==> src/spq_pkg.sv <==
// ============================================================================
// spq_pkg
// Shared types and constants for the stable priority queue core.
// ============================================================================
package spq_pkg;

    // Number of entries held by the cell chain
    localparam int QUEUE_DEPTH = 16;
    localparam int CNT_W       = $clog2(QUEUE_DEPTH + 1);

    localparam int VALUE_W = 32;
    localparam int PRIO_W  = 5;
    localparam int FILL_W  = 5;
    localparam int STAT_W  = 2;

    // Highest priority kept; larger requests are clamped to it
    localparam logic [PRIO_W-1:0] MAX_PRIORITY = PRIO_W'(16);

    // Request kinds
    localparam logic REQ_ENQ = 1'b0;
    localparam logic REQ_DEQ = 1'b1;

    // Status codes
    localparam logic [STAT_W-1:0] ST_DONE  = 2'd0;
    localparam logic [STAT_W-1:0] ST_EMPTY = 2'd1;
    localparam logic [STAT_W-1:0] ST_FULL  = 2'd2;

    // Command broadcast to every cell
    typedef struct packed {
        logic                       enq;
        logic                       deq;
        logic signed [VALUE_W-1:0]  value;
        logic [PRIO_W-1:0]          prio;
    } spq_cmd_t;

    // What one cell shows its neighbors
    typedef struct packed {
        logic                       occ;
        logic                       le;
        logic signed [VALUE_W-1:0]  value;
        logic [PRIO_W-1:0]          prio;
    } spq_link_t;

endpackage

==> src/spq_cell.sv <==
// ============================================================================
// spq_cell
// One slot of the sorted queue. Holds an entry, compares it against the
// incoming priority and moves data to or from its neighbors.
// ============================================================================
module spq_cell
    import spq_pkg::*;
(
    input  logic      clk,
    input  logic      rst_n,
    input  spq_cmd_t  cmd,
    input  spq_link_t left,
    input  spq_link_t right,
    output spq_link_t self
);

    logic                      occ_reg;
    logic                      occ_next;
    logic signed [VALUE_W-1:0] value_reg;
    logic signed [VALUE_W-1:0] value_next;
    logic [PRIO_W-1:0]         prio_reg;
    logic [PRIO_W-1:0]         prio_next;
    logic                      le;

    // Entry stays ahead of the new one (priority 0 always goes to the front)
    assign le = occ_reg && (cmd.prio != '0) && (prio_reg <= cmd.prio);

    // Next slot contents
    always_comb
    begin
        occ_next   = occ_reg;
        value_next = value_reg;
        prio_next  = prio_reg;
        if (cmd.enq)
        begin
            occ_next = left.occ;
            if (le)
            begin
                value_next = value_reg;
                prio_next  = prio_reg;
            end
            else if (left.le)
            begin
                value_next = cmd.value;
                prio_next  = cmd.prio;
            end
            else
            begin
                value_next = left.value;
                prio_next  = left.prio;
            end
        end
        else if (cmd.deq)
        begin
            occ_next   = right.occ;
            value_next = right.value;
            prio_next  = right.prio;
        end
    end

    // Occupancy is control state
    always_ff @(posedge clk or negedge rst_n)
    begin
        if (!rst_n)
        begin
            occ_reg <= 1'b0;
        end
        else
        begin
            occ_reg <= occ_next;
        end
    end

    // Payload needs no reset
    always_ff @(posedge clk)
    begin
        value_reg <= value_next;
        prio_reg  <= prio_next;
    end

    assign self.occ   = occ_reg;
    assign self.le    = le;
    assign self.value = value_reg;
    assign self.prio  = prio_reg;

endmodule

==> src/stable_priority_queue_core.sv <==
// ============================================================================
// stable_priority_queue_core
// Bounded priority queue built as a chain of compare-and-shift cells.
// ============================================================================
//
//  Channel  Dir  Transaction contents
//  s_*      in   tuser: req_type; tdata: in_value, in_priority
//  m_*      out  tdata: out_value, status, fill_level
//
//  One request per cycle: every cell compares and shifts in the same cycle,
//  so the result is registered at the clock edge that takes the transaction.
//  The output register frees while being taken, so s_tready stays high
//  under a steady m_tready. A stalled result holds and blocks new requests.
//  Reset empties the queue at once; no clearing pass is needed.
//
module stable_priority_queue_core
    import spq_pkg::*;
(
    input  logic        clk,
    input  logic        rst_n,
    input  logic        s_tvalid,
    output logic        s_tready,
    input  logic [39:0] s_tdata,   // [31:0] in_value, [36:32] in_priority, rest zero
    input  logic        s_tuser,   // [0] req_type
    output logic        m_tvalid,
    input  logic        m_tready,
    output logic [39:0] m_tdata    // [31:0] out_value, [33:32] status, [38:34] fill_level
);

    logic                      accept;
    logic                      req_type;
    logic signed [VALUE_W-1:0] in_value;
    logic [PRIO_W-1:0]         in_priority;
    logic [PRIO_W-1:0]         prio_clamped;
    logic                      full;
    logic                      empty;
    spq_cmd_t                  cmd;
    spq_link_t                 links [QUEUE_DEPTH];
    spq_link_t                 head_edge;
    spq_link_t                 tail_edge;
    logic [QUEUE_DEPTH-1:0]    occ_vec;

    logic [CNT_W-1:0]          count_reg;
    logic [CNT_W-1:0]          count_next;
    logic                      out_valid_reg;
    logic                      out_valid_next;
    logic signed [VALUE_W-1:0] out_value_reg;
    logic signed [VALUE_W-1:0] out_value_next;
    logic [STAT_W-1:0]         status_reg;
    logic [STAT_W-1:0]         status_next;
    logic [FILL_W-1:0]         fill_reg;
    logic [FILL_W-1:0]         fill_next;

    // Input unpacking
    assign req_type    = s_tuser;
    assign in_value    = s_tdata[VALUE_W-1:0];
    assign in_priority = s_tdata[VALUE_W+PRIO_W-1:VALUE_W];
    assign prio_clamped = (in_priority > MAX_PRIORITY) ? MAX_PRIORITY : in_priority;

    assign s_tready = !out_valid_reg || m_tready;
    assign accept   = s_tvalid && s_tready;

    assign full  = links[QUEUE_DEPTH-1].occ;
    assign empty = !links[0].occ;

    // Command to the chain
    always_comb
    begin
        cmd.enq   = accept && (req_type == REQ_ENQ) && !full;
        cmd.deq   = accept && (req_type == REQ_DEQ) && !empty;
        cmd.value = in_value;
        cmd.prio  = prio_clamped;
    end

    // Boundaries: the head side looks like an occupied entry ahead of all
    assign head_edge.occ   = 1'b1;
    assign head_edge.le    = 1'b1;
    assign head_edge.value = '0;
    assign head_edge.prio  = '0;
    assign tail_edge.occ   = 1'b0;
    assign tail_edge.le    = 1'b0;
    assign tail_edge.value = '0;
    assign tail_edge.prio  = '0;

    // Cell chain, slot 0 is the head
    for (genvar i = 0; i < QUEUE_DEPTH; i++)
    begin : g_cell
        spq_cell u_cell (
            .clk   (clk),
            .rst_n (rst_n),
            .cmd   (cmd),
            .left  ((i == 0) ? head_edge : links[(i == 0) ? 0 : i - 1]),
            .right ((i == QUEUE_DEPTH - 1) ? tail_edge
                                            : links[(i == QUEUE_DEPTH - 1) ? i : i + 1]),
            .self  (links[i])
        );
        assign occ_vec[i] = links[i].occ;
    end

    // Result and count
    always_comb
    begin
        count_next     = count_reg;
        out_value_next = out_value_reg;
        status_next    = status_reg;
        out_valid_next = out_valid_reg && !m_tready;
        if (accept)
        begin
            out_valid_next = 1'b1;
            out_value_next = '0;
            status_next    = ST_DONE;
            if (req_type == REQ_ENQ)
            begin
                if (full)
                    status_next = ST_FULL;
                else
                    count_next = count_reg + CNT_W'(1);
            end
            else
            begin
                if (empty)
                    status_next = ST_EMPTY;
                else
                begin
                    out_value_next = links[0].value;
                    count_next     = count_reg - CNT_W'(1);
                end
            end
        end
        fill_next = accept ? FILL_W'(count_next) : fill_reg;
    end

    always_ff @(posedge clk or negedge rst_n)
    begin
        if (!rst_n)
        begin
            count_reg     <= '0;
            out_valid_reg <= 1'b0;
        end
        else
        begin
            count_reg     <= count_next;
            out_valid_reg <= out_valid_next;
        end
    end

    always_ff @(posedge clk)
    begin
        out_value_reg <= out_value_next;
        status_reg    <= status_next;
        fill_reg      <= fill_next;
    end

    assign m_tvalid = out_valid_reg;
    assign m_tdata  = {1'b0, fill_reg, status_reg, out_value_reg};

    // Priorities along the occupied part of the chain never decrease
    logic sorted_ok;
    always_comb
    begin
        sorted_ok = 1'b1;
        for (int k = 1; k < QUEUE_DEPTH; k++)
        begin
            if (links[k].occ && (links[k].prio < links[k-1].prio))
                sorted_ok = 1'b0;
        end
    end

    // Checks
    a_count_matches_cells: assert property (@(posedge clk) disable iff (!rst_n)
        $countones(occ_vec) == 32'(count_reg))
        else $error("cell occupancy disagrees with count");

    a_occ_thermometer: assert property (@(posedge clk) disable iff (!rst_n)
        ((occ_vec & (occ_vec + 1'b1)) == '0))
        else $error("occupied cells are not a contiguous head run");

    a_sorted: assert property (@(posedge clk) disable iff (!rst_n)
        sorted_ok)
        else $error("queue priorities out of order");

    a_full_drop: assert property (@(posedge clk) disable iff (!rst_n)
        (cmd.enq == 1'b0 && accept && req_type == REQ_ENQ) |=> (status_reg == ST_FULL))
        else $error("dropped enqueue not flagged full");

    a_result_after_accept: assert property (@(posedge clk) disable iff (!rst_n)
        accept |=> m_tvalid)
        else $error("accepted request gave no result");

endmodule

==> config.mk <==
export PLATFORM = sky130hd
export DESIGN_NAME = stable_priority_queue_core
export DESIGN_NICKNAME = d
export VERILOG_FILES = /design/src/spq_pkg.sv /design/src/spq_cell.sv /design/src/stable_priority_queue_core.sv
export SDC_FILE = /design/constraint.sdc
export NUM_CORES = 1
export LEC_CHECK = 0
export BUFFER_PORTS_ARGS = -buffer_cell sky130_fd_sc_hd__buf_2
export CAP_MARGIN = 20
export CORE_MARGIN = 4
export CORE_UTILIZATION = 40
export DETAILED_ROUTE_END_ITERATION = 16
export GPL_TIMING_DRIVEN = 0
export PLACE_DENSITY = 0.66
export SLEW_MARGIN = 15
export SYNTH_ARGS = -nofsm -noshare
export SYNTH_HDL_FRONTEND = slang
export SYNTH_SLANG_ARGS = --single-unit
==> constraint.sdc <==
create_clock -name clk -period 2.98 [get_ports clk]
set_input_delay 0.596 -clock clk [delete_from_list [all_inputs] [get_ports clk]]
set_output_delay 0.596 -clock clk [all_outputs]
set_load 0.02 [all_outputs]
Word level (Yosys, flattened, before mapping)
Index checks and enable logic that the tools add are counted.
{"block": "word_totals", "regBits": 653, "latchBits": 0, "ramBits": 0, "mem_bits_ro": 0, "inputBits": 45, "output_inout_bits": 42, "elab_cells": 317, "memories": 0}
{"block": "op_classes", "addsub": 2, "multipliers": 0, "n_div": 0, "magnitude_cmp": 17, "n_eq_ne": 16, "n_shift": 0, "n_mux": 167, "n_bitwise": 1, "reduce_logical": 61}
{"operator": "32-bit 2-to-1 mux", "count": 63}
{"operator": "5-bit 2-to-1 mux", "count": 68}
{"operator": "5-bit <= comparator", "count": 16}
{"operator": "1-bit logical AND", "count": 38}
{"operator": "1-bit 2-to-1 mux", "count": 34}
{"operator": "2-bit AND reduction", "count": 17}
{"operator": "2-bit inequality test, second input constant", "count": 16}
{"operator": "5-bit by 1-bit adder with 5-bit output, second input constant", "count": 1}
{"operator": "5-bit greater-than comparator, second input constant", "count": 1}
{"operator": "5-bit nonzero test", "count": 1}
{"operator": "5-bit by 1-bit subtractor with 5-bit output, second input constant", "count": 1}
{"operator": "2-bit 2-to-1 mux", "count": 2}
{"operator": "1-bit logical NOT", "count": 3}
{"operator": "2-bit nonzero test", "count": 1}
{"operator": "1-bit logical OR", "count": 1}
{"operator": "1-bit NOT", "count": 1}

Longest topological paths before layout
{"block": "logic_depth", "depth_word": 8, "depth_mapped": 11, "ltp_nobuf": 8}

By module
From an unflattened synthesis, not the netlist that was laid out.
{"block": "hier_totals", "hier_cells": 3151, "hier_area_um2": 35251.3}
{"mod": "spq_cell", "n_inst": 16, "cells_per_inst": 189, "area_per_inst_um2": 2088.3, "seq_area_each_um2": 1136.1}
{"mod": "stable_priority_queue_core", "n_inst": 1, "cells_per_inst": 127, "area_per_inst_um2": 1839.3, "seq_area_each_um2": 1321.3}

Worst setup path after synthesis
Ideal clock, no wire load.
{"block": "synth_timing", "path_type": "in2reg", "start": "input port s_tdata[36]", "end": "register g_cell[6].u_cell.prio_reg[0] (enable)", "setup_time_ns": 0.400, "arrival_time_ns": 3.720, "required_time_ns": 2.580, "slack_ns": -1.140, "stages": 10, "path_buffers": 2, "cell_sequence": "buf_4 -> inv_1 -> nand2_1 -> ha_1 -> nand2b_1 -> a211oi_1 -> o22a_1 -> buf_2 -> o21a_1 -> nand2b_1"}
{"block": "synth_between", "elab_chain_len": 7, "word_cells_on_any_way": 8, "classes_between": "order compare (2); eq/ne (1); mux (1); reduce/logical (4)"}
{"element": "from (decl)", "line_no": "stable_priority_queue_core.sv:23", "rtl": "input logic [39:0] s_tdata,"}
{"element": "5-bit greater-than comparator", "line_no": "stable_priority_queue_core.sv:58", "rtl": "assign prio_clamped = (in_priority > MAX_PRIORITY) ? MAX_PRIORITY : in_priority;"}
{"element": "5-bit 2-to-1 mux (*)", "line_no": "stable_priority_queue_core.sv:58"}
{"element": "parallel branches: the longest is 2 deep, another holds 5-bit <= comparator"}
{"element": "1-bit logical AND (*)", "line_no": "spq_cell.sv:26", "rtl": "assign le = occ_reg && (cmd.prio != '0) && (prio_reg <= cmd.prio);"}
{"element": "2-bit inequality test (no line) (*)"}
{"element": "2-bit AND reduction (no line) (*)"}
{"element": "to (signal assigned)", "line_no": "spq_cell.sv:78", "rtl": "prio_reg <= prio_next;"}
{"element": "to (decl)", "line_no": "spq_cell.sv:21", "rtl": "logic [PRIO_W-1:0] prio_reg;"}
Mark *: on every way between the ends.
A chain may end at the register's enable or synchronous reset.

Worst setup path in the final report
{"block": "layout_timing", "start": "register g_cell[15].u_cell.occ_reg", "end": "register g_cell[14].u_cell.value_reg[1], data pin"}
{"block": "layout_between", "elab_chain_len": 3}
{"element": "from (decl)", "line_no": "spq_cell.sv:17", "rtl": "logic occ_reg;"}
{"element": "from (signal assigned)", "line_no": "spq_cell.sv:70", "rtl": "occ_reg <= occ_next;"}
{"element": "1-bit logical NOT", "line_no": "stable_priority_queue_core.sv:69", "rtl": "cmd.enq = accept && (req_type == REQ_ENQ) && !full;"}
{"element": "1-bit logical AND", "line_no": "stable_priority_queue_core.sv:69"}
{"element": "32-bit 2-to-1 mux", "line_no": "spq_cell.sv:34", "rtl": "if (cmd.enq)"}
{"element": "via g_cell[14].u_cell.value_next[1]", "line_no": "spq_cell.sv:20", "rtl": "logic signed [VALUE_W-1:0] value_next;"}
{"element": "to (signal assigned)", "line_no": "spq_cell.sv:77", "rtl": "value_reg <= value_next;"}
{"element": "to (decl)", "line_no": "spq_cell.sv:19", "rtl": "logic signed [VALUE_W-1:0] value_reg;"}
The timed path passes the listed nets, and every way through them passes these cells.

==> flow_summary_export.csv <==
group,metric,value,unit
drt,num_vias,30900,
worst_setup_path,worstRegToRegCells,7,
global_route,grt_pass1_wl,184000,um
yosys,synth_common_cells,"889 x a21oi_1, 631 x edfxtp_1, 499 x nor2_1",
worst_setup_path,end_kind,"flip-flop",
worst_setup_path,start_kind,"flip-flop",
pwr,vdd_ir_drop_max,0.519,mV
layout,post-route-util,0.460,
timing,skew,0.0265,ns
timing,rsz0062_at_grt,"yes",
pwr,total_power,0.0309,W
timing,worstMarginPinSlew,1.17,ns
pwr,cellLeakagePower,14.4,nW
worst_setup_path,crit_arrival,3.48,ns
flow_run,max-cap-violations,0,
timing,setup_slack,-0.0292,ns
yosys,synthArstFlopShare,0.0337,
worst_setup_path,r2r-end,"g_cell[14].u_cell.value_reg[1]$_DFFE_PP_",
drt,totalWireLength,128000,um
global_route,grt_overflow,0,
layout,fin_nets,3900,
yosys,synth_cells,3605,
pwr,cellPowerDensity,785,nW/um^2
timing,drv_slew,0,
yosys,synthFlopType,"edfxtp_1",
global_route,antenna_found_initial,1,
yosys,synth_fp_nets,3727,
layout,area_growth_syn_to_layout,13.3,%
yosys,ys_top_cells_by_area,"edfxtp_1 55%, a21oi_1 13%, o21ai_0 6.5%",
run_status,status,"finished with violations",
placed_design,place_ws,-1.57,ns
worst_setup_path,required,3.45,ns
global_route,grt_max_degree,38,
global_route,grtUsageTotal,0.267,
clocking,numCtsBuffers,71,
drt,routedWlPerCell,25.8,um
placed_design,place_hpwl,94800,um
die,core-area,85700,um^2
worst_setup_path,critPathKind,"reg -> reg",
yosys,synth_top_area_frac,0.545,
yosys,synth.avg_cell_area,9.64,um^2
clocking,h-tree-depth,3,
placed_design,place_inst,4836,
worst_setup_path,r2r-start,"g_cell[15].u_cell.occ_reg$_DFFE_PN0P_",
worst_setup_path,crit_path_end,"g_cell[14].u_cell.value_reg[1]$_DFFE_PP_",
timing,hold_viol_final,0,
yosys,synth_cell_types,47,
yosys,seq_area_frac_synth,0.561,
clocking,insertion_delay,0.63,ns
timing,period_minus_slack,3.01,ns
run_status,violations,"negative setup slack",
clocking,path_clk_slew,0.06,ns
die,design.die.area,91700,um^2
min_path,hp-class,"in -> reg",
timing,setup_viol,3,
drt,drt-initial-drc-count,4198,
worst_setup_path,reg2reg_slack,-0.03,ns
worst_setup_path,crit_start,"g_cell[15].u_cell.occ_reg$_DFFE_PN0P_",
clocking,clock_sinks,653,
clocking,cts_root_buf,"clkbuf_16",
layout,drive_gt1_frac,0.107,
yosys,synth_edf_count,631,
layout,largest_reg_flops,512,
drt,first_pass_iters,6,
clocking,cts_buffer_depth,3,
die,rows,107,
placed_design,place_congestion,0.940,
worst_setup_path,critPathMaxFanout,10,
drt,ant_nets,0,
timing,slew_headroom,0.222,
yosys,yosysTopAreaCell,"edfxtp_1",
die,die_w,303,um
timing,period_share,1.01,
clocking,cts_tree,"built",
yosys,ys_seq_elements,653,
global_route,first_global_vias,30200,
yosys,synth.most_common_cell,"a21oi_1",
die,die_h,303,um
layout,stdcell_count,4980,
die,start_util,0.406,
yosys,netlist_area,34800,um^2
yosys,yosys_warnings,0,
die,io_pins,87,
drt,drc,0,
timing,timing.fmax,0.332,GHz
drt,vias_per_cell,6.21,
placed_design,port_buffers,81,
==> worst min path at each step <==
stage	slack (ns)	start	end	depth (start not counted)
after floorplan	0.30	rst_n	count_reg[0]$_DFF_PN0_	0
after global placement	0.46	count_reg[4]$_DFF_PN0_	count_reg[4]$_DFF_PN0_	1
after detailed placement	0.48	count_reg[4]$_DFF_PN0_	count_reg[4]$_DFF_PN0_	1
after CTS	0.25	s_tvalid	m_tvalid$_DFF_PN0_	2
after global routing	0.26	s_tvalid	m_tvalid$_DFF_PN0_	2
final	0.27	s_tvalid	m_tvalid$_DFF_PN0_	2
==> routing by layer <==
layer	part of all wire	global-route usage	vias up
li1	-	-	13500
met1	0.41	0.365	15200
met2	0.44	0.414	1866
met3	0.11	0.0537	304
met4	0.045	0.115	0
met5	0	0	-
==> cells by family after synthesis <==
logic type,Yosys count,synth area share
AO/OA/AOI/OAI,1467,0.224
XOR/XNOR,4,0.00101
adder cells (fa/ha/maj),77,0.0277
buffers and inverters,371,0.0460
flip-flops,653,0.561
multiplexers,79,0.0239
other,1,0.000108
AND/OR/NAND/NOR,953,0.116
==> what timing repair did <==
action / 4_1_cts / 5_1_grt
hold buffers: 1 / 0
endpoints found under the setup margin: 1099 / 604
resized for setup: 23 / 24
gates cloned: 5 / 7
setup buffers: 4 / 4
endpoints found under the hold margin: 15 / 0
pin swaps: 2 / 0
==> cell type report <==
| type | instances | area (um^2) |
|---|---|---|
| fill | 8261 | 46300 |
| sequential | 653 | 19500 |
| multi-input combinational | 2590 | 14100 |
| clock buffer | 94 | 1950 |
| buffer | 330 | 1480 |
| tap | 1144 | 1430 |
| timing repair buffer | 96 | 596 |
| clock inverter | 35 | 220 |
| inverter | 33 | 131 |
| timing repair inverter | 3 | 17.5 |
| antenna | 2 | 5.00 |
==> layout by cell type, fill, tap and decap left out, types with 47 or more instances in the layout <==
cell | netlist | routed
mux2i_1 | 47 | 47
nor2_1 | 499 | 497
a21oi_1 | 889 | 881
nand3_1 | 77 | 77
edfxtp_1 | 631 | 631
buf_2 | 111 | 188
ha_1 | 77 | 76
clkbuf_16 | 0 | 75
nand2_1 | 245 | 240
o21ai_0 | 452 | 451
clkbuf_1 | 194 | 201
a221o_1 | 56 | 56
==> per-stage QoR <==
step / hold WS, ns / TNS, ns / instance area (um^2)
after floorplan: 0.300 / -6.52 / 34900
after global placement: 0.461 / -1433.19 / 36800
after detailed placement: 0.484 / -1293.96 / 36800
after CTS: 0.250 / 0 / 39200
after global routing: 0.259 / -2.40 / 39400
final: 0.274 / -0.0382 / 39400
==> critical path: stages, from the launching register on <==
cell and delay (ns):
dfrtp_1 0.49, nor2_2 0.13, nand3_1 0.30, buf_4 0.39
buf_2 0.47, clkbuf_1 0.78, a21oi_1 0.10, a21oi_1 0.21
==> power breakdown <==
part / switching [W] / total [W] / internal [W] / leakage [nW]
registers: 0.00125 / 0.0138 / 0.0126 / 6.21
logic: 0.00588 / 0.00844 / 0.00257 / 7.14
clock network: 0.00384 / 0.00861 / 0.00477 / 1.05
total: 0.0110 / 0.0309 / 0.0199 / 14.4
No activity file was read; power rests on OpenSTA's default activity.
